<file path="src/design/tmpl_pkg.sv">
// Shared constants, codes and types of the tile map pixel lookup.
`timescale 1ns / 1ps
package tmpl_pkg;

  localparam int MAP_ENTRIES       = 4096;
  localparam int PIXEL_STORE_DEPTH = 65536;
  localparam int PALETTE_DEPTH     = 256;

  localparam int MAP_AW = $clog2(MAP_ENTRIES);
  localparam int PIX_AW = $clog2(PIXEL_STORE_DEPTH);
  localparam int PAL_AW = $clog2(PALETTE_DEPTH);

  // Nonnegative coordinates carry 15 magnitude bits; one divider stage per bit.
  localparam int COORD_W   = 15;
  localparam int TS_W      = 9;
  localparam int TPR_W     = 13;
  localparam int AREA_W    = 17;
  localparam int ROW_W     = COORD_W + TPR_W;
  localparam int MAP_OFF_W = ROW_W + 1;
  localparam int IN_OFF_W  = 2 * TS_W + 1;
  localparam int TPROD_W   = 16 + AREA_W;
  localparam int PIX_OFF_W = TPROD_W + 1;
  localparam int LATENCY   = COORD_W + 7;

  typedef enum logic [1:0] {
    MODE_QUERY   = 2'd0,
    MODE_MAP     = 2'd1,
    MODE_PIXEL   = 2'd2,
    MODE_PALETTE = 2'd3
  } mode_t;

  typedef enum logic [1:0] {
    ST_INSIDE  = 2'd0,
    ST_OUTSIDE = 2'd1,
    ST_FAULT   = 2'd2
  } status_t;

  localparam logic [2:0] REG_MAP_WIDTH     = 3'd0;
  localparam logic [2:0] REG_MAP_HEIGHT    = 3'd1;
  localparam logic [2:0] REG_TILE_SIZE     = 3'd2;
  localparam logic [2:0] REG_TILES_PER_ROW = 3'd3;
  localparam logic [2:0] REG_TILE_AREA     = 3'd4;

  typedef struct packed {
    logic [15:0]       map_width;
    logic [15:0]       map_height;
    logic [TS_W-1:0]   tile_edge;
    logic [TPR_W-1:0]  tiles_per_row;
    logic [AREA_W-1:0] tile_area;
  } cfg_t;

  typedef struct packed {
    logic               valid;
    mode_t              mode;
    status_t            status;
    logic [15:0]        wr_idx;
    logic [31:0]        wr_data;
    logic [COORD_W-1:0] nx;
    logic [COORD_W-1:0] ny;
    logic [COORD_W-1:0] qx;
    logic [COORD_W-1:0] qy;
    logic [TS_W-1:0]    rx;
    logic [TS_W-1:0]    ry;
  } dstage_t;

endpackage

</file>
<file path="src/design/tmpl_div.sv">
// Range check and pipelined restoring divider that splits x and y by the tile size.
`timescale 1ns / 1ps
module tmpl_div (
  input  logic                  clk,
  input  logic                  rst,
  input  logic                  in_valid,
  input  logic [1:0]            mode,
  input  logic signed [15:0]    pos_x,
  input  logic signed [15:0]    pos_y,
  input  logic [15:0]           write_index,
  input  logic [31:0]           write_data,
  input  tmpl_pkg::cfg_t        cfg,
  output tmpl_pkg::dstage_t     dout
);
  import tmpl_pkg::*;

  dstage_t stage [0:COORD_W];
  dstage_t s0_next;
  logic    outside;

  function automatic dstage_t div_step(dstage_t s, logic [TS_W-1:0] ts);
    dstage_t        o;
    logic [TS_W:0]  r2x;
    logic [TS_W:0]  r2y;
    logic           bx;
    logic           by;
    o   = s;
    r2x = {s.rx, s.nx[COORD_W-1]};
    r2y = {s.ry, s.ny[COORD_W-1]};
    bx  = (r2x >= {1'b0, ts});
    by  = (r2y >= {1'b0, ts});
    if (bx) r2x = r2x - {1'b0, ts};
    if (by) r2y = r2y - {1'b0, ts};
    o.rx = r2x[TS_W-1:0];
    o.ry = r2y[TS_W-1:0];
    o.qx = {s.qx[COORD_W-2:0], bx};
    o.qy = {s.qy[COORD_W-2:0], by};
    o.nx = {s.nx[COORD_W-2:0], 1'b0};
    o.ny = {s.ny[COORD_W-2:0], 1'b0};
    return o;
  endfunction

  always_comb begin
    outside = pos_x[15] || pos_y[15] ||
              ($unsigned(pos_x) >= cfg.map_width) ||
              ($unsigned(pos_y) >= cfg.map_height);
    s0_next.valid   = in_valid;
    s0_next.mode    = mode_t'(mode);
    if (outside) begin
      s0_next.status = ST_OUTSIDE;
    end else if (cfg.tile_edge == '0) begin
      s0_next.status = ST_FAULT;
    end else begin
      s0_next.status = ST_INSIDE;
    end
    s0_next.wr_idx  = write_index;
    s0_next.wr_data = write_data;
    s0_next.nx      = pos_x[COORD_W-1:0];
    s0_next.ny      = pos_y[COORD_W-1:0];
    s0_next.qx      = '0;
    s0_next.qy      = '0;
    s0_next.rx      = '0;
    s0_next.ry      = '0;
  end

  always_ff @(posedge clk) begin
    if (rst) stage[0] <= '0;
    else stage[0] <= s0_next;
  end

  // The user must change tile size only while the pipeline is empty; unenforced.
  for (genvar k = 1; k <= COORD_W; k++) begin : g_step
    always_ff @(posedge clk) begin
      if (rst) stage[k] <= '0;
      else stage[k] <= div_step(stage[k-1], cfg.tile_edge);
    end
  end

  assign dout = stage[COORD_W];

endmodule

</file>
<file path="config.mk">
export PLATFORM = sky130hd
export DESIGN_NAME = tmpl_div
export DESIGN_NICKNAME = d
export VERILOG_FILES = /design/src/design/tmpl_pkg.sv /design/src/design/tmpl_div.sv
export SDC_FILE = /design/constraint.sdc
export NUM_CORES = 2
export LEC_CHECK = 0
export ABC_AREA = 0
export BUFFER_PORTS_ARGS = -buffer_cell sky130_fd_sc_hd__buf_2
export CAP_MARGIN = 20
export CORE_AREA = 2 2 243 485
export DETAILED_ROUTE_END_ITERATION = 10
export DIE_AREA = 0 0 245 487
export PLACE_DENSITY = 0.67
export SETUP_SLACK_MARGIN = 0.1
export SLEW_MARGIN = 20
export SYNTH_ARGS = -nofsm -noshare
export SYNTH_HDL_FRONTEND = slang
export SYNTH_SLANG_ARGS = --single-unit
</file>
<file path="constraint.sdc">
create_clock -name clk -period 5.2 [get_ports clk]
set_input_delay 0.78 -clock clk [delete_from_list [all_inputs] [get_ports clk]]
set_output_delay 0.78 -clock clk [all_outputs]
set_load 0.05 [all_outputs]
</file>
======== Yosys cells after proc, flatten, opt, wreduce, memory -nomap -nowiden ========
Memories as Yosys holds them, arrays and structs flattened.
Index checks and enable logic that the tools add are counted.
storage, ports and cells
  word-level logic and storage cells ...... 164
  output and inout bits ................... 131
  register bits after elaboration ......... 0
  memory bits (writable) .................. 2,096
  memories kept ........................... 1
operators by class
  bitwise logic cells ..................... 16
  order comparisons ....................... 32
  add/subtract/negate cells ............... 30
  multiplexer cells ....................... 81
  reductions and logical operators ........ 4
memory list
  memory  depth  bits a word  rd ports  clocked after Yosys merged registers in  wr ports  line            source
  stage   16     131          16        0                                        16        tmpl_div.sv:17  dstage_t stage [0:COORD_W];
operators with widths
  cell              count
  $mux 131          16
  $mux 9            60
  $ge 10x9->1       30
  $sub 9x9->9       30
  $ge 16x16->1      2
  $or 1x1->1        16
  $logic_not 9->1   1
  $mux 2            2
  $logic_or 1x1->1  3
  $mux 1            3

======== Longest topological paths before layout ========
  depth after elaboration ................. 5
  depth in mapped cells ................... 10
  depth with buffers taken out ............ 9

======== Least setup slack after synthesis ========
Ideal clock, no wire load.
  path kind ............................... input port to flip-flop
  from .................................... input cfg[36] in the netlist's numbering
  to ...................................... memory stage[0][658] in the netlist's numbering
  path buffers ............................ 2
  setup slack ............................. 2.137 ns
  stages on the path ...................... 10
  data arrival time ....................... 2.935 ns
  library setup time ...................... 0.128 ns
  required time ........................... 5.072 ns
  cells stage by stage .................... clkbuf_2 > inv_1 > ha_1 > nand4_1 > nor2_1 > a211o_1 > or2_1 > buf_6 > mux2i_1 > nor2_1
RTL lines
  element          line            source
  start, declared  tmpl_div.sv:12  input tmpl_pkg::cfg_t cfg,
  end, declared    tmpl_div.sv:17

==> impl.org <==
** CTS
- The tree built by TritonCTS fans out to 1598 sinks.
- Insertion delay of the later-clocked pin in the worst-skew pair :: 760 ps
- Clock root buffer master :: sky130_fd_sc_hd__clkbuf_16
- In this run the number of H-tree levels came out at 4.
- CTS Buf Count :: 133
- After clock tree synthesis, the flow added hold-fix buffers numbering 0.
- In this run the post-CTS setup repair buffer count came out at 0.
- TritonCTS built the clock tree.
- Post-CTS repair changed the size of 0 cells.
- The longest clock path from root to sink contains 3 buffers.
- Clock-pin slew reported for the worst setup and hold paths after clock tree synthesis :: 60 ps

** Drt
- The first TritonRoute pass finished after 7 iterations.
- In the final routed layout, each cell accounts on average for 14.1 µm.
- Wire length on met1 :: 44.5 mm
- Total routed wirelength :: 100 mm
- Sum of met2 wire segment lengths after detailed routing :: 48.7 mm
- Remaining antenna violation count after routing :: 0
- DRC Markers :: 0
- The final route contains 34340 vias.
- Wire segments on met3 add up to 3.74 mm in the final route.
- DRC violation total after the first TritonRoute iteration :: 1523
- The detailed router used layers up to and including met4.
- Average vias per placed instance :: 4.82

** Run
- Across the run, the number of max-cap violations was 0.

** Die
- Y dimension of the die :: 487 µm
- In this run the standard cell core region covers 116000 µm².
- Measured along the x axis, the die boundary spans 245 µm.
- The die covers 119000 µm².
- The initial utilization of the core area, before any placement, comes to 49.6%.
- Io pins :: 287
- The floorplan has 177 rows.

** Synthesis
- Sequential element share of the synthesized area :: 55.7%
- The average instance in the mapped netlist occupies 10.6 µm².
- Synthesis instantiated 54 different standard cells from the library.
- Counting flops with a built-in enable in the synthesized netlist gives 0.
- For this run, the leading register cell type out of synthesis is sky130_fd_sc_hd__dfxtp_1.
- Of all cell types, the one taking the most synthesized area is sky130_fd_sc_hd__dfxtp_1.
- FFs w/ async S/R, synth :: 0%
- Seq cells post-synth :: 1598
- Sorting the synthesized cells by area gives the leading types as sky130_fd_sc_hd__dfxtp_1, sky130_fd_sc_hd__nor2b_1, sky130_fd_sc_hd__ha_1, sky130_fd_sc_hd__nor2_1, sky130_fd_sc_hd__mux2i_1.
- Netlist area before placement :: 57500 µm²
- Of the post-synthesis cell area, the dominant cell type holds 55.7%.
- The cell count after synthesis came out at 5410.
- Yosys warning total :: 0

** GRT
- The initial antenna violation count is 3.
- The number of global-route vias before repair was 33252.
- Global route total overflow :: 0
- For this run, the total global-route usage over all layers was measured as 16.9%.
- The first global-routing pass estimated 164 mm of wire.
- Entering global routing, the biggest net connects 303 pins.

** Cells and area
- The register with the most flip-flops in the final layout is stage.
- Fin nets :: 5967
- Fill cell total of the finished layout :: 10100
- Summing all multi-input logic gate instances after layout gives 23100 µm².
- The register with the most flip-flops in the layout has 1598 of them.
- The largest registers in the layout are stage (1598).
- The post-route netlist has 9.41% of its cells at a drive strength greater than 1.
- Relative to the synthesized area, the layout overhead comes to 10.8%.
- Area of all placed cells without fillers :: 63700 µm²
- Seq. cell area :: 32000 µm²

** Timing
- Post-route clock period utilization :: 60.1%
- Max-slew headroom at the worst pin :: 36.2%
- In the final timing run, aggregate negative setup slack is 0 ps.
- Setup violations remaining at the end of the flow were counted as 0.
- Number of failing hold endpoints at the final stage :: 0
- For this run, the top clock speed supported by timing is 320 MHz.
- Setup repair after global routing left no endpoint under its margin.
- Final Slew Violations :: 0
- Counting I/O delays and the setup requirement, the final critical path takes 3120 ps.
- PnR worst setup slack :: 2080 ps
- Measured slew at the worst slew-check pin :: 956 ps
- Clk_skew :: 28.7 ps

** Setup path
- The worst setup path is captured at a flip-flop.
- In this run the worst path has a maximum fanout of 23.
- The largest single stage delay on the critical path is 430 ps.
- At the worst endpoint, the arrival time is 3750 ps.
- Most frequent cell on the critical path :: sky130_fd_sc_hd__nand2b_1
- Among all stages on the critical path, the largest delay is contributed by sky130_fd_sc_hd__nand2b_1.
- On the critical path the largest part of the delay comes from buffers and inverters.
- Combined buffer and inverter count along the critical path :: 2
- Cell-by-cell listing of the critical path :: buf_2 -> buf_4 -> ha_1 -> fa_1 -> nand2b_1 -> a211oi_1 -> o31a_1 -> nand2b_1 -> mux2i_1 -> nor2_1
- Required arrival time at the worst endpoint :: 5830 ps
- The setup path with the least slack is of type primary input to flip-flop.
- The worst setup path is launched from a primary input.

** Outcome
- The flow ran to the end, and the final reports show no timing, DRC or antenna violations.

** Worst hold path
- In this run the worst hold path is classified as primary input to flip-flop.

** Place
- Cell area after placement :: 59100 µm²
- Timing analysis after detailed placement gives a worst setup slack of 1270 ps.
- The wire-length estimate of the detail-placed layout is 67.6 mm.
- Count of input and output buffers :: 226
- The congestion estimate from routability-driven global placement came to 0.827.

** Power and ir drop
- In this run the power density over the cells is 380 nW/µm².
- The analysis attributes to cell leakage a power of 25.9 nW.
- Maximum vdd ir drop :: 313 µV
layout make-up:
type	instances	area share, %
Tap cell	1521	2.99
Antenna cell	1	0.00393
Multi-Input combinational cell	3358	36.3
Clock inverter	55	1.26
Clock buffer	186	5.98
Inverter	146	0.860
Sequential cell	1598	50.2
Timing Repair Buffer	258	2.38
through the flow:
| stage | std cells | total power, mW | utilization [%] | hold slack (ps) |
|---|---|---|---|---|
| after floorplan | 5439 | 14.0 | - | 414 |
| after global placement | 6880 | 14.3 | 51.0 | 417 |
| after detailed placement | 6880 | 14.3 | 51.0 | 420 |
| after CTS | 7121 | 24.5 | 55.0 | 159 |
| after global routing | 7123 | 25.2 | 55.0 | 180 |
| final | 7123 | 24.2 | 55.0 | 236 |
Yosys cell counts (85+ instances only):
library cell               count
sky130_fd_sc_hd__nor2_1      490
sky130_fd_sc_hd__buf_4       148
sky130_fd_sc_hd__o21ai_0     117
sky130_fd_sc_hd__ha_1        288
sky130_fd_sc_hd__nor2b_1    1352
sky130_fd_sc_hd__clkbuf_1    173
sky130_fd_sc_hd__dfxtp_1    1598
sky130_fd_sc_hd__inv_1       145
sky130_fd_sc_hd__a211oi_1    134
sky130_fd_sc_hd__mux2i_1     112
sky130_fd_sc_hd__xnor2_1      89
sky130_fd_sc_hd__o21a_1       85
cell usage in the layout, fill, tap and decap left out, types with 20 or more instances in the layout:
master                      instances
sky130_fd_sc_hd__dfxtp_1         1598
sky130_fd_sc_hd__nor2b_1         1352
sky130_fd_sc_hd__nor2_1           490
sky130_fd_sc_hd__ha_1             288
sky130_fd_sc_hd__buf_2            225
sky130_fd_sc_hd__inv_1            138
sky130_fd_sc_hd__a211oi_1         134
sky130_fd_sc_hd__clkbuf_16        134
sky130_fd_sc_hd__o21ai_0          117
sky130_fd_sc_hd__mux2i_1          112
sky130_fd_sc_hd__xnor2_1           89
sky130_fd_sc_hd__o21a_1            85
sky130_fd_sc_hd__a21oi_1           67
sky130_fd_sc_hd__o31a_1            56
sky130_fd_sc_hd__nor3_1            56
sky130_fd_sc_hd__or3_1             53
sky130_fd_sc_hd__nand4_1           52
sky130_fd_sc_hd__nand2b_1          48
sky130_fd_sc_hd__a21o_1            35
sky130_fd_sc_hd__nor3b_1           31
sky130_fd_sc_hd__conb_1            30
sky130_fd_sc_hd__or4_1             29
sky130_fd_sc_hd__o22ai_1           29
sky130_fd_sc_hd__a31oi_1           29
sky130_fd_sc_hd__fa_1              28
sky130_fd_sc_hd__clkbuf_1          26
sky130_fd_sc_hd__clkbuf_8          26
sky130_fd_sc_hd__a211oi_2          25
sky130_fd_sc_hd__buf_4             22
sky130_fd_sc_hd__clkinv_2          20
power by group:
part | switching (mW) | leakage, nW | internal (mW)
clock | 4.41 | 2.25 | 5.73
sequential | 0.0708 | 12.9 | 12.4
combinational | 0.980 | 10.8 | 0.591
final timing paths:
kind                  startpoint             to  slack [ps]  depth (start not counted)
setup / recovery         cfg[30]  stage[1][798]        2080                         10
hold / removal    write_data[12]   stage[0][90]         240                          2
hold reg to reg    stage[0][454]  stage[0][586]         420                          1
setup reg to reg   stage[0][863]  stage[0][926]        2290                          9
routing by layer:
layer	global-route usage, %	vias to the layer above
met1	20.6	15607
met5	0	-
met4	6.97	0
li1	-	17886
met3	2.71	190
met2	29.4	657
worst register-to-register path, cell delays in order (launching register included):
cell and delay [ps]:
sky130_fd_sc_hd__dfxtp_1 420, sky130_fd_sc_hd__inv_1 70, sky130_fd_sc_hd__ha_1 200, sky130_fd_sc_hd__fa_1 400, sky130_fd_sc_hd__nand2b_1 200, sky130_fd_sc_hd__a211oi_1 330, sky130_fd_sc_hd__o31a_1 220, sky130_fd_sc_hd__nand2b_1 470
sky130_fd_sc_hd__nor2_1 90, sky130_fd_sc_hd__a211oi_1 370
kinds of logic after synthesis:
kind of cell | Yosys count | synth area share [%]
muxes | 112 | 1.95
and+or+nand+nor | 2196 | 22.0
adders and majority gates | 316 | 7.24
xor gates and xnor gates | 90 | 1.37
other | 1 | 0.00652
AOI/OAI and AO/OA | 614 | 7.50
DFF | 1598 | 55.7
buffers and inverters | 483 | 4.27
No activity file was read; power rests on OpenSTA's default activity.
