`src/design/tmpl_pkg.sv`:
```
// Shared constants, codes and types of the tile map pixel lookup.
`timescale 1ns / 1ps
package tmpl_pkg;

  localparam int MAP_ENTRIES       = 4096;
  localparam int PIXEL_STORE_DEPTH = 65536;
  localparam int PALETTE_DEPTH     = 256;

  localparam int MAP_AW = $clog2(MAP_ENTRIES);
  localparam int PIX_AW = $clog2(PIXEL_STORE_DEPTH);
  localparam int PAL_AW = $clog2(PALETTE_DEPTH);

  // Nonnegative coordinates carry 15 magnitude bits; one divider stage per bit.
  localparam int COORD_W   = 15;
  localparam int TS_W      = 9;
  localparam int TPR_W     = 13;
  localparam int AREA_W    = 17;
  localparam int ROW_W     = COORD_W + TPR_W;
  localparam int MAP_OFF_W = ROW_W + 1;
  localparam int IN_OFF_W  = 2 * TS_W + 1;
  localparam int TPROD_W   = 16 + AREA_W;
  localparam int PIX_OFF_W = TPROD_W + 1;
  localparam int LATENCY   = COORD_W + 7;

  typedef enum logic [1:0] {
    MODE_QUERY   = 2'd0,
    MODE_MAP     = 2'd1,
    MODE_PIXEL   = 2'd2,
    MODE_PALETTE = 2'd3
  } mode_t;

  typedef enum logic [1:0] {
    ST_INSIDE  = 2'd0,
    ST_OUTSIDE = 2'd1,
    ST_FAULT   = 2'd2
  } status_t;

  localparam logic [2:0] REG_MAP_WIDTH     = 3'd0;
  localparam logic [2:0] REG_MAP_HEIGHT    = 3'd1;
  localparam logic [2:0] REG_TILE_SIZE     = 3'd2;
  localparam logic [2:0] REG_TILES_PER_ROW = 3'd3;
  localparam logic [2:0] REG_TILE_AREA     = 3'd4;

  typedef struct packed {
    logic [15:0]       map_width;
    logic [15:0]       map_height;
    logic [TS_W-1:0]   tile_edge;
    logic [TPR_W-1:0]  tiles_per_row;
    logic [AREA_W-1:0] tile_area;
  } cfg_t;

  typedef struct packed {
    logic               valid;
    mode_t              mode;
    status_t            status;
    logic [15:0]        wr_idx;
    logic [31:0]        wr_data;
    logic [COORD_W-1:0] nx;
    logic [COORD_W-1:0] ny;
    logic [COORD_W-1:0] qx;
    logic [COORD_W-1:0] qy;
    logic [TS_W-1:0]    rx;
    logic [TS_W-1:0]    ry;
  } dstage_t;

endpackage

```
`src/design/tmpl_cfg.sv`:
```
// Configuration register file of the tile map pixel lookup.
`timescale 1ns / 1ps
module tmpl_cfg (
  input  logic          clk,
  input  logic          rst,
  input  logic          cfg_valid,
  input  logic [2:0]    cfg_index,
  input  logic [31:0]   cfg_data,
  output logic          cfg_ready,
  output tmpl_pkg::cfg_t cfg
);
  import tmpl_pkg::*;

  assign cfg_ready = !rst;

  always_ff @(posedge clk) begin
    if (rst) begin
      cfg.map_width     <= '0;
      cfg.map_height    <= '0;
      cfg.tile_edge     <= TS_W'(8);
      cfg.tiles_per_row <= TPR_W'(1);
      cfg.tile_area     <= AREA_W'(64);
    end else if (cfg_valid && cfg_ready) begin
      unique case (cfg_index)
        REG_MAP_WIDTH:     cfg.map_width     <= cfg_data[15:0];
        REG_MAP_HEIGHT:    cfg.map_height    <= cfg_data[15:0];
        REG_TILE_SIZE:     cfg.tile_edge     <= cfg_data[TS_W-1:0];
        REG_TILES_PER_ROW: cfg.tiles_per_row <= cfg_data[TPR_W-1:0];
        REG_TILE_AREA:     cfg.tile_area     <= cfg_data[AREA_W-1:0];
        default: ;
      endcase
    end
  end

endmodule

```
`config.mk`:
```
export PLATFORM = sky130hd
export DESIGN_NAME = tmpl_cfg
export DESIGN_NICKNAME = d
export VERILOG_FILES = /design/src/design/tmpl_pkg.sv /design/src/design/tmpl_cfg.sv
export SDC_FILE = /design/constraint.sdc
export NUM_CORES = 1
export LEC_CHECK = 0
export ABC_AREA = 0
export BUFFER_PORTS_ARGS = -buffer_cell sky130_fd_sc_hd__buf_2
export CAP_MARGIN = 0
export CORE_MARGIN = 1
export CORE_UTILIZATION = 48
export DETAILED_ROUTE_END_ITERATION = 12
export GPL_TIMING_DRIVEN = 0
export HOLD_SLACK_MARGIN = 0.02
export MAX_ROUTING_LAYER = met4
export PLACE_DENSITY = 0.8
export SLEW_MARGIN = 10
export SYNTH_ARGS = -nofsm -noshare
export SYNTH_HDL_FRONTEND = slang
export SYNTH_SLANG_ARGS = --single-unit
```
`constraint.sdc`:
```
create_clock -name clk -period 1.2 [get_ports clk]
set_input_delay 0.06 -clock clk [delete_from_list [all_inputs] [get_ports clk]]
set_output_delay 0.06 -clock clk [all_outputs]
set_load 0.005 [all_outputs]
```
# == Word-level counts from Yosys, hierarchy flattened ==
# Index checks and enable logic that the tools add are counted.
# word_totals
ff_bits,71
in_bits,38
out_inout_bits,72
word_cells,17
# op_classes
n_eq_ne,4
n_reduce_logical,8
# op_table
operator,count
2-bit AND reduction,5
"3-bit by 2-bit == test with 1-bit output, second input constant",2
"3-bit by 1-bit == test with 1-bit output, second input constant",1
"3-bit == test, second input constant",1
3-bit logical NOT,1
1-bit logical AND,1
1-bit logical NOT,1

# == Logic depth before layout (Yosys ltp) ==
# Gate-level depths: netlist of the first run.
# depth
depth_word,3
ltp_mapped,6
depth_no_buf,3

# == Least setup slack after synthesis of the first run ==
# No wires, ideal clock.
# synth_timing
kind,input to register
startpoint,in cfg_index[0]
endpoint,reg cfg[19] (netlist name)
setup_ns,0.116
arrival_ns,0.975
required_ns,1.084
setup_slack_ns,0.109
path_stages,6
path_buffers,3
cell_sequence,buf_4 -> nor2b_4 -> buf_4 -> clkbuf_1 -> and3_1 -> a31o_2
# synth_via
elab_chain_len,2
# synth_lines
item,line_no,text
start: declaration,tmpl_cfg.sv:7,"input logic [2:0] cfg_index,"
3-bit by 2-bit == test with 1-bit output,tmpl_cfg.sv:24,unique case (cfg_index)
2-bit AND reduction (no source line),-,
end: declaration,tmpl_cfg.sv:10,output tmpl_pkg::cfg_t cfg
# No other way between the ends.
# A chain may end at the register's enable or synchronous reset.

# == Worst setup path in the final report of the first run ==
# layout_timing
startpoint,in rst
endpoint,out cfg_ready
# layout_via
elab_chain_len,1
# layout_lines
item,line_no,text
start: declaration,tmpl_cfg.sv:5,"input logic rst,"
1-bit logical NOT,tmpl_cfg.sv:14,assign cfg_ready = !rst;
end: declaration,tmpl_cfg.sv:9,"output logic cfg_ready,"
# No other way between the ends.

==> results of run 1 <==
## power by group through the flow
stage / clock (W) / sequential [W] / combinational, W
after floorplan: 0 / 0.00249 / 0.000212
after global placement: 0 / 0.00249 / 0.000401
after detailed placement: 0 / 0.00249 / 0.000407
after CTS: 0.00188 / 0.00244 / 0.000444
after global routing: 0.00199 / 0.00244 / 0.000489
final: 0.00187 / 0.00244 / 0.000449
## per-stage QoR
stage | instance area (um2) | setup TNS, ns | total power, W | util [%]
floorplan | 2860 | 0 | 0.00270 | -
global placement | 3410 | -0.828 | 0.00289 | 60.5
detailed placement | 3410 | -0.903 | 0.00290 | 60.5
CTS | 3740 | 0 | 0.00476 | 66.3
global route | 3740 | 0 | 0.00492 | 66.3
finish | 3740 | 0 | 0.00476 | 66.3
## repair_timing
action / 4_1_cts / 5_1_grt
hold endpoints to repair: 25 / 0
setup buffers: 0 / 0
hold buffers: 14 / 0
## routing by layer
metal  vias to the layer above  wire (um)
met1                      1319       3420
met2                       139       3820
li1                       1330          -
met3                        20        745
met5                         -          0
met4                         0        178
## final cells by class
cell class	count	area (um2)	area share [%]
Buffer	31	159	4.25
Clock buffer	12	145	3.88
Clock inverter	4	45.0	1.20
Inverter	2	7.51	0.201
Multi-Input combinational cell	194	1270	34.0
Sequential cell	71	1420	38.0
Tap cell	72	90.1	2.41
Timing Repair Buffer	106	601	16.0
## logic make-up (layout without fill, tap and decap cells)
family	after synthesis	count (layout)	synth area share, %
and+or+nand+nor	121	121	22.5
muxes	2	2	0.700
buffers and inverters	33	155	5.82
AOI/OAI and AO/OA	71	71	21.3
DFF	71	71	49.7
## path summary, 6_finish.rpt
path | to | slack, ns | from
max | cfg_ready | 0.23 | rst
min | cfg[5]$_SDFFE_PP0P_ | 0.02 | cfg_data[5]
max reg2reg | cfg[6]$_SDFFE_PP1P_ | 0.41 | cfg[6]$_SDFFE_PP1P_
min reg2reg | cfg[65]$_SDFFE_PP0P_ | 0.47 | cfg[65]$_SDFFE_PP0P_
## worst min-delay path: stages
cell and delay (ns):
buf_2 0.15, nand3_1 0.08, nand2_1 0.04
## synthesized netlist by cell type
library cell   n  share of area (%)
a21oi_1        2               0.35
a31o_1         9                2.8
a31o_2        19                5.8
and3_1        27                5.9
and3b_1        1               0.31
buf_1          4               0.52
buf_2         10                1.7
buf_4          4                1.0
buf_6          2               0.79
clkbuf_1      11                1.4
dfxtp_1       71                 50
inv_1          1               0.13
inv_2          1               0.13
mux2i_1        2               0.70
nand2_1       42                5.5
nand2_2        1               0.22
nand3_1       40                7.0
nand3b_1       1               0.26
nand3b_2       1               0.39
nor2_1         3               0.39
nor2b_4        1               0.48
nor3b_4        1               0.66
nor4_1         1               0.22
nor4b_4        1               0.83
o211ai_1      30                7.9
o211ai_2      10                4.4
o21ai_0        1               0.17
or3b_1         1               0.31
==> impl_metrics.env, run 1 <==
export IMPL_place_inst=462
export IMPL_met1_usage_pct=34.8
export IMPL_swShare_pct=24.5
export IMPL_die_x_um=79.2
export IMPL_power_leakage_nw=1.98
export IMPL_place_congestion=0.836
export IMPL_grt_pass1_vias=2634
export IMPL_crit_fanout=10
export IMPL_drt_wl_total_mm=8.17
export IMPL_drive_above_1_share_pct=37.4
export IMPL_ctsResizeCount=0
export IMPL_slew_viol_final=0
export IMPL_critical_path_top_delay_family="buffers and inverters"
export IMPL_htreeDepth=3
export IMPL_fmax_mhz=1030
export IMPL_ctsLongestPathBuffers=2
export IMPL_place_ws_ns=-0.0539
export IMPL_max_cap_violations=0
export IMPL_cts_root_buf="clkbuf_8"
export IMPL_initial_core_util_pct=50.7
export IMPL_area_delta_synth_final_pct=30.8
export IMPL_final_common_cell="buf_2"
export IMPL_nFillCells=493
export IMPL_worst_slew_pin_slew_ns=0.542
export IMPL_synth_seq_cells=71
export IMPL_cp_depth=4
export IMPL_wl_per_cell_um=16.6
export IMPL_setup_violations=0
export IMPL_start_kind="primary input"
export IMPL_die_h_um=79.2
export IMPL_grt_pass1_wl_mm=13.1
export IMPL_cts_buffers=9
export IMPL_largest_reg_flops=71
export IMPL_final_cell_count_no_fill=492
export IMPL_p_switching_w=0.00116
export IMPL_crit_buf_inv=4
export IMPL_synthDistinctLibCells=28
export IMPL_grt_antenna_before_repair=0
export IMPL_reg_top3="cfg: 71 flops"
export IMPL_antenna_cells=0
export IMPL_drt_pass1_iterations=4
export IMPL_hold_slack_ns=0.0237
export IMPL_drc=0
export IMPL_synth_area_um2=2860
export IMPL_hold_viol=0
export IMPL_drt_iter0_drc=163
export IMPL_hpwl_mm=5.77
export IMPL_p_int_w=0.00359
export IMPL_combPwrFrac_pct=9.4
export IMPL_ir_drop_mv=0.893
export IMPL_finalNetCount=453
export IMPL_grt_max_degree=12
export IMPL_min_path_cells=3
export IMPL_slew_headroom_pct=63.9
export IMPL_critPathKind="primary input to primary output"
export IMPL_r2r_cells=3
export IMPL_fin_worst_skew_ns=0
export IMPL_synth_avg_cell_area_um2=9.60
export IMPL_syn_nets=336
export IMPL_use_met3_pct=8.28
export IMPL_sequentialPowerShare_pct=51.2
export IMPL_pwr_share_clk_pct=39.3
export IMPL_hp_class="primary input to flip-flop"
export IMPL_fp_dieArea_um2=6270
export IMPL_required_ns=1.14
export IMPL_num_io_pins=110
export IMPL_end_kind="primary output"
export IMPL_port_buffers=92
export IMPL_syn_inst=298
export IMPL_status="complete, no violations"
export IMPL_clkTransAtPathRegs_ns=0.07
export IMPL_cts_sinks=71
export IMPL_mostFrequentLayoutCells="buf_2 (102), dfxtp_1 (71), nand2_1 (42), nand3_1 (40), o211ai_1 (30)"
export IMPL_min_period_ns=0.968
export IMPL_regMostFlops="cfg"
export IMPL_timing_final_ws_setup_ns=0.232
export IMPL_p_per_area_nw_per_um2=1270
export IMPL_via_count=2808
export IMPL_track_usage_pct=28.5
export IMPL_synth_warnings=0
export IMPL_num_rows=27
export IMPL_viasPerCell=5.71
export IMPL_worst_path_largest_cell_delay_ns=0.41
export IMPL_grt_setup_unrepaired="false"
export IMPL_crit_slowest_cell="clkbuf_1"
export IMPL_critPathArrivalTime_ns=0.91
export IMPL_busiest_layer="met2"
export IMPL_period_share_pct=80.6
export IMPL_worstPathCellList="buf_6 -> inv_2 -> clkbuf_1 -> buf_2"
export IMPL_grt_remaining_overflow=0
export IMPL_grt_util_met2_pct=44.6
export IMPL_coreArea_um2=5640
export IMPL_cts_tree="yes"
export IMPL_drtAntennaViolNets=0
export IMPL_insertion_delay_ns=0.35
export IMPL_yosysSeqAreaShare_pct=49.7
(Power assumes the default switching activity.)
==> run 2, diff against run 1 <==
Settings changed: ABC_AREA 0 to 1.
Clock period 1.2 ns to 0.97 ns, I/O delays scaled along.
==> impl_metrics.env, run 2 <==
export IMPL_drt_wl_total_mm=7.71
export IMPL_cts_buffers=9
export IMPL_regMostFlops="cfg"
export IMPL_synthDistinctLibCells=18
export IMPL_viasPerCell=4.97
export IMPL_final_common_cell="nor2_1"
export IMPL_htreeDepth=3
export IMPL_slew_viol_final=0
export IMPL_r2r_slack_ns=0.28
export IMPL_syn_inst=406
export IMPL_cp_startpoint="cfg_data[8]"
export IMPL_fp_dieArea_um2=6320
export IMPL_final_cell_count_no_fill=601
export IMPL_yosysSeqAreaShare_pct=49.3
export IMPL_yosys_top_cells_area="dfxtp_1 (49%), nor2_1 (15%), nand3_1 (9.9%)"
export IMPL_slew_headroom_pct=68.5
export IMPL_grt_antenna_before_repair=0
export IMPL_cts_tree="yes"
export IMPL_yosysMostFrequentCell="nor2_1"
export IMPL_max_cap_violations=0
export IMPL_drt_iter0_drc=274
export IMPL_min_period_ns=0.923
export IMPL_hpwl_mm=5.71
export IMPL_grt_remaining_overflow=0
export IMPL_clkTransAtPathRegs_ns=0.07
export IMPL_place_congestion=0.851
export IMPL_die_h_um=79.5
export IMPL_worstPathCellList="dlygate4sd3_1 -> buf_2 -> inv_1 -> nand4_1 -> nand2_1 -> nor2_1"
export IMPL_min_path_cells=5
export IMPL_synth_commonest_cells="nor2_1 (115), nand2_1 (76), dfxtp_1 (71), nand3_1 (57), inv_1 (20)"
export IMPL_crit_slowest_cell="dlygate4sd3_1"
export IMPL_start_kind="primary input"
export IMPL_critPathKind="primary input to flip-flop"
export IMPL_synth_area_um2=2880
export IMPL_synth_seq_cells=71
export IMPL_finalNetCount=563
export IMPL_cts_root_buf="clkbuf_8"
export IMPL_r2r_start="cfg[6]$_SDFFE_PP1P_"
export IMPL_ir_drop_mv=0.857
export IMPL_fin_worst_skew_ns=0
export IMPL_initial_core_util_pct=51.1
export IMPL_drive_above_1_share_pct=25.3
export IMPL_synth_avg_cell_area_um2=7.10
export IMPL_cts_sinks=71
export IMPL_synth_warnings=0
export IMPL_wl_per_cell_um=12.8
export IMPL_place_ws_ns=-0.214
export IMPL_syn_nets=444
export IMPL_fin_tns_setup_ns=0
export IMPL_power_leakage_nw=1.84
export IMPL_power_w=0.00615
export IMPL_status="complete, no violations"
export IMPL_yosys_area_top_type="dfxtp_1"
export IMPL_coreArea_um2=5640
export IMPL_drtAntennaViolNets=0
export IMPL_ctsLongestPathBuffers=2
export IMPL_grt_max_degree=12
export IMPL_fmax_mhz=1080
export IMPL_setup_violations=0
export IMPL_required_ns=1.21
export IMPL_crit_fanout=4
export IMPL_grt_setup_unrepaired="false"
export IMPL_mostFrequentLayoutCells="nor2_1 (115), buf_2 (103), nand2_1 (76), dfxtp_1 (71), nand3_1 (57)"
export IMPL_place_inst=572
export IMPL_port_buffers=94
export IMPL_drc=0
export IMPL_synth_edf_count=0
export IMPL_insertion_delay_ns=0.34
export IMPL_worst_slew_pin_slew_ns=0.473
export IMPL_synth_top_area_share_pct=49.3
export IMPL_critPathArrivalTime_ns=1.16
export IMPL_die_x_um=79.5
export IMPL_p_per_area_nw_per_um2=1620
export IMPL_num_io_pins=110
export IMPL_synthArstFlopShare_pct=0
export IMPL_r2r_cells=4
export IMPL_hold_slack_ns=0.0615
export IMPL_drt_pass1_iterations=6
export IMPL_track_usage_pct=26.3
export IMPL_hp_class="primary input to flip-flop"
export IMPL_ys_dominant_reg_cell="dfxtp_1"
export IMPL_via_count=2987
export IMPL_area_delta_synth_final_pct=31.7
export IMPL_period_share_pct=95.2
export IMPL_grt_pass1_vias=2688
export IMPL_worstHoldStart="cfg_data[16]"
export IMPL_worst_path_largest_cell_delay_ns=0.54
export IMPL_timing_final_ws_setup_ns=0.0466
export IMPL_largest_reg_flops=71
export IMPL_nFillCells=497
export IMPL_end_kind="flip-flop"
export IMPL_num_rows=27
export IMPL_grt_pass1_wl_mm=12.3
export IMPL_antenna_cells=0
export IMPL_reg_top3="cfg: 71 flops"
export IMPL_hold_viol=0
==> run 2: routing by layer <==
layer	vias up	part of all wire, %	GRT usage (%)	wire [um]
met1	1323	45	33.3	3460
met4	0	1.1	11.3	87
met3	10	7.6	4.23	582
li1	1518	-	-	-
met2	136	46	41.5	3580
met5	-	0	-	0
==> run 2: cells by family after synthesis <==
logic type,Yosys count,synth area share [%]
buf+inv,49,7.42
flops,71,49.3
simple gates,272,40.8
compound gates,14,2.43
==> run 2: final timing paths <==
path	end
worst max-delay path	cfg[8]$_SDFFE_PP0P_
worst min register to register	cfg[25]$_SDFFE_PP0P_
worst min-delay path	cfg[16]$_SDFFE_PP0P_
worst max register to register	cfg[6]$_SDFFE_PP1P_
==> run 2: cell type report <==
type | count | area [um2] | area share [%]
buffer | 25 | 125 | 3.30
clock buffer | 11 | 141 | 3.72
clock inverter | 4 | 70.1 | 1.85
inverter | 24 | 90.1 | 2.37
multi-input combinational | 286 | 1250 | 32.9
sequential | 71 | 1420 | 37.4
tap | 72 | 90.1 | 2.37
timing repair buffer | 108 | 611 | 16.1
==> run 2: where the power goes <==
part / leakage, nW / switching (W) / internal, W
Combinational: 1.16 / 0.000378 / 0.000225
Sequential: 0.574 / 0.0000297 / 0.00297
Clock: 0.109 / 0.00105 / 0.00150
==> run 2: per-stage QoR <==
stage	cell area, um2	util [%]
after floorplan	2880	-
after global placement	3440	61.0
after detailed placement	3440	61.0
after CTS	3790	67.3
after global routing	3800	67.3
final	3800	67.3
==> run 2: worst max-delay path, delay by kind of cell <==
family | cells | cell delay [ns]
buffers and inverters | 3 | 0.86
AND/OR/NAND/NOR | 3 | 0.25
==> run 2: timing repair <==
| item | 4_1_cts | 5_1_grt |
|---|---|---|
| endpoints found under the hold margin | 15 | 0 |
| buffers inserted | 0 | 0 |
| setup endpoints to repair | 0 | 1 |
| hold buffers | 14 | 0 |
| resized for setup | 0 | 2 |
==> run 3, diff against run 2 <==
Settings changed: CORE_ASPECT_RATIO set to 0.7.
==> impl_metrics.env, run 3 (synthesis results as in run 2) <==
export IMPL_status="complete, no violations"
export IMPL_combPwrFrac_pct=9.4
export IMPL_cts_buffers=9
export IMPL_clkTransAtPathRegs_ns=0.07
export IMPL_drt_wl_total_mm=8.30
export IMPL_hp_class="primary input to flip-flop"
export IMPL_min_period_ns=0.944
export IMPL_grt_antenna_before_repair=0
export IMPL_finalInstanceArea_um2=3840
export IMPL_track_usage_pct=28.3
export IMPL_critPathKind="primary input to flip-flop"
export IMPL_area_delta_synth_final_pct=33.2
export IMPL_utilization_pct=66.7
export IMPL_p_per_area_nw_per_um2=1700
export IMPL_met1_usage_pct=35.8
export IMPL_worst_slew_pin_slew_ns=0.468
export IMPL_fin_worst_skew_ns=0
export IMPL_die_h_um=66.8
export IMPL_coreArea_um2=5760
export IMPL_regMostFlops="cfg"
export IMPL_p_switching_w=0.00155
export IMPL_drtAntennaViolNets=0
export IMPL_slew_headroom_pct=68.8
export IMPL_cts_tree="yes"
export IMPL_nFillCells=526
export IMPL_p_int_w=0.00497
export IMPL_r2r_start="cfg[6]$_SDFFE_PP1P_"
export IMPL_antenna_cells=0
export IMPL_end_kind="flip-flop"
export IMPL_r2r_cells=4
export IMPL_reg2reg_to="cfg[6]$_SDFFE_PP1P_"
export IMPL_worst_path_largest_cell_delay_ns=0.56
export IMPL_pwr_share_clk_pct=44.5
export IMPL_max_cap_violations=0
export IMPL_sequentialPowerShare_pct=46.1
export IMPL_grt_util_met2_pct=42.4
export IMPL_num_rows=23
export IMPL_cts_root_buf="clkbuf_8"
export IMPL_wl_per_cell_um=13.7
export IMPL_insertion_delay_ns=0.36
export IMPL_fmax_mhz=1060
export IMPL_via_count=3037
export IMPL_largest_reg_flops=71
export IMPL_htreeDepth=3
export IMPL_final_seq_area_um2=1420
export IMPL_hpwl_mm=5.85
export IMPL_grt_remaining_overflow=0
export IMPL_cts_sinks=71
export IMPL_r2r_slack_ns=0.30
export IMPL_final_common_cell="nor2_1"
export IMPL_cp_startpoint="cfg_data[10]"
export IMPL_placed_area_um2=3450
export IMPL_viasPerCell=5.02
export IMPL_drt_pass1_iterations=5
export IMPL_crit_fanout=3
export IMPL_initial_core_util_pct=50.1
export IMPL_die_x_um=94.6
export IMPL_port_buffers=94
export IMPL_multiInputGateArea_um2=1250
export IMPL_critPathArrivalTime_ns=1.20
export IMPL_period_share_pct=97.3
export IMPL_use_met3_pct=8.79
export IMPL_place_congestion=0.928
export IMPL_worstPathCellList="dlygate4sd3_1 -> buf_2 -> inv_1 -> nand4_1 -> nand2_1 -> nor2_1"
export IMPL_finalNetCount=563
export IMPL_worstSetupEndpoint="cfg[10]$_SDFFE_PP0P_"
export IMPL_num_io_pins=110
export IMPL_power_leakage_nw=1.86
export IMPL_reg_top3="cfg: 71 flops"
export IMPL_grt_pass1_vias=2676
export IMPL_setup_violations=0
export IMPL_grt_max_degree=13
export IMPL_slew_viol_final=0
export IMPL_hold_viol=0
export IMPL_drive_above_1_share_pct=25.8
export IMPL_mostFrequentLayoutCells="nor2_1 (114), buf_2 (102), nand2_1 (76), dfxtp_1 (71), nand3_1 (57)"
export IMPL_crit_slowest_cell="dlygate4sd3_1"
export IMPL_swShare_pct=23.7
export IMPL_required_ns=1.23
export IMPL_ctsLongestPathBuffers=2
export IMPL_busiest_layer="met2"
export IMPL_grt_setup_unrepaired="false"
export IMPL_drc=0
export IMPL_fp_dieArea_um2=6320
export IMPL_ir_drop_mv=1.24
export IMPL_grt_pass1_wl_mm=12.6
export IMPL_fin_tns_setup_ns=0
export IMPL_start_kind="primary input"
export IMPL_drt_iter0_drc=195
run 3: changes by cell type in the layout (fill, tap and decap cells not counted), sizes merged:
cell      change
clkinvlp      +1
bufinv        +1
buf           -1
run 3: worst min path at each step:
stage	startpoint	end	slack [ns]	cells after the start
global route	cfg_index[2]	cfg[19]$_SDFFE_PP0P_	0.05	4
CTS	cfg_index[2]	cfg[18]$_SDFFE_PP0P_	0.02	4
finish	cfg_data[16]	cfg[16]$_SDFFE_PP0P_	0.03	5
floorplan	rst	cfg[18]$_SDFFE_PP0P_	0.12	1
detailed placement	cfg_data[6]	cfg[6]$_SDFFE_PP1P_	0.30	3
global placement	cfg_data[6]	cfg[6]$_SDFFE_PP1P_	0.30	3
run 3: stage by stage:
stage,setup slack [ns],instances,power [W],hold slack (ns)
floorplan,0.119,406,0.00339,0.118
global placement,-0.275,575,0.00361,0.298
detailed placement,-0.302,575,0.00362,0.305
CTS,0.0423,605,0.00652,0.0177
global route,0.00528,605,0.00675,0.0462
finish,0.0263,605,0.00651,0.0321
run 3: critical path, delay by kind of cell:
family	cells	cell delay (ns)
AND/OR/NAND/NOR	3	0.26
buffers and inverters	3	0.89
run 3: cell type report:
class	count	area share [%]
Inverter	24	2.35
Buffer	25	3.32
Tap cell	75	2.44
Timing Repair Buffer	108	15.9
Sequential cell	71	37.0
Multi-Input combinational cell	286	32.6
Clock buffer	10	3.59
Clock inverter	6	2.80
run 3: power by group through the flow:
stage	clock network [W]	logic (W)	registers, W
6_report	0.00289	0.000615	0.00300
3_5_place_dp	0	0.000551	0.00307
4_1_cts	0.00292	0.000598	0.00300
2_1_floorplan	0	0.000320	0.00307
5_1_grt	0.00307	0.000673	0.00301
3_3_place_gp	0	0.000541	0.00307
run 3: timing repair:
item                                    CTS  global route
hold endpoints to repair                 15             0
buffers inserted                          0             0
hold buffers                             14             0
resized for setup                         0             4
endpoints found under the setup margin    0             5
run 3: metal layers:
| layer | up-vias | wire (um) |
|---|---|---|
| li1 | 1524 | - |
| met1 | 1365 | 3730 |
| met2 | 127 | 3660 |
| met3 | 21 | 718 |
| met4 | 0 | 197 |
| met5 | - | 0 |
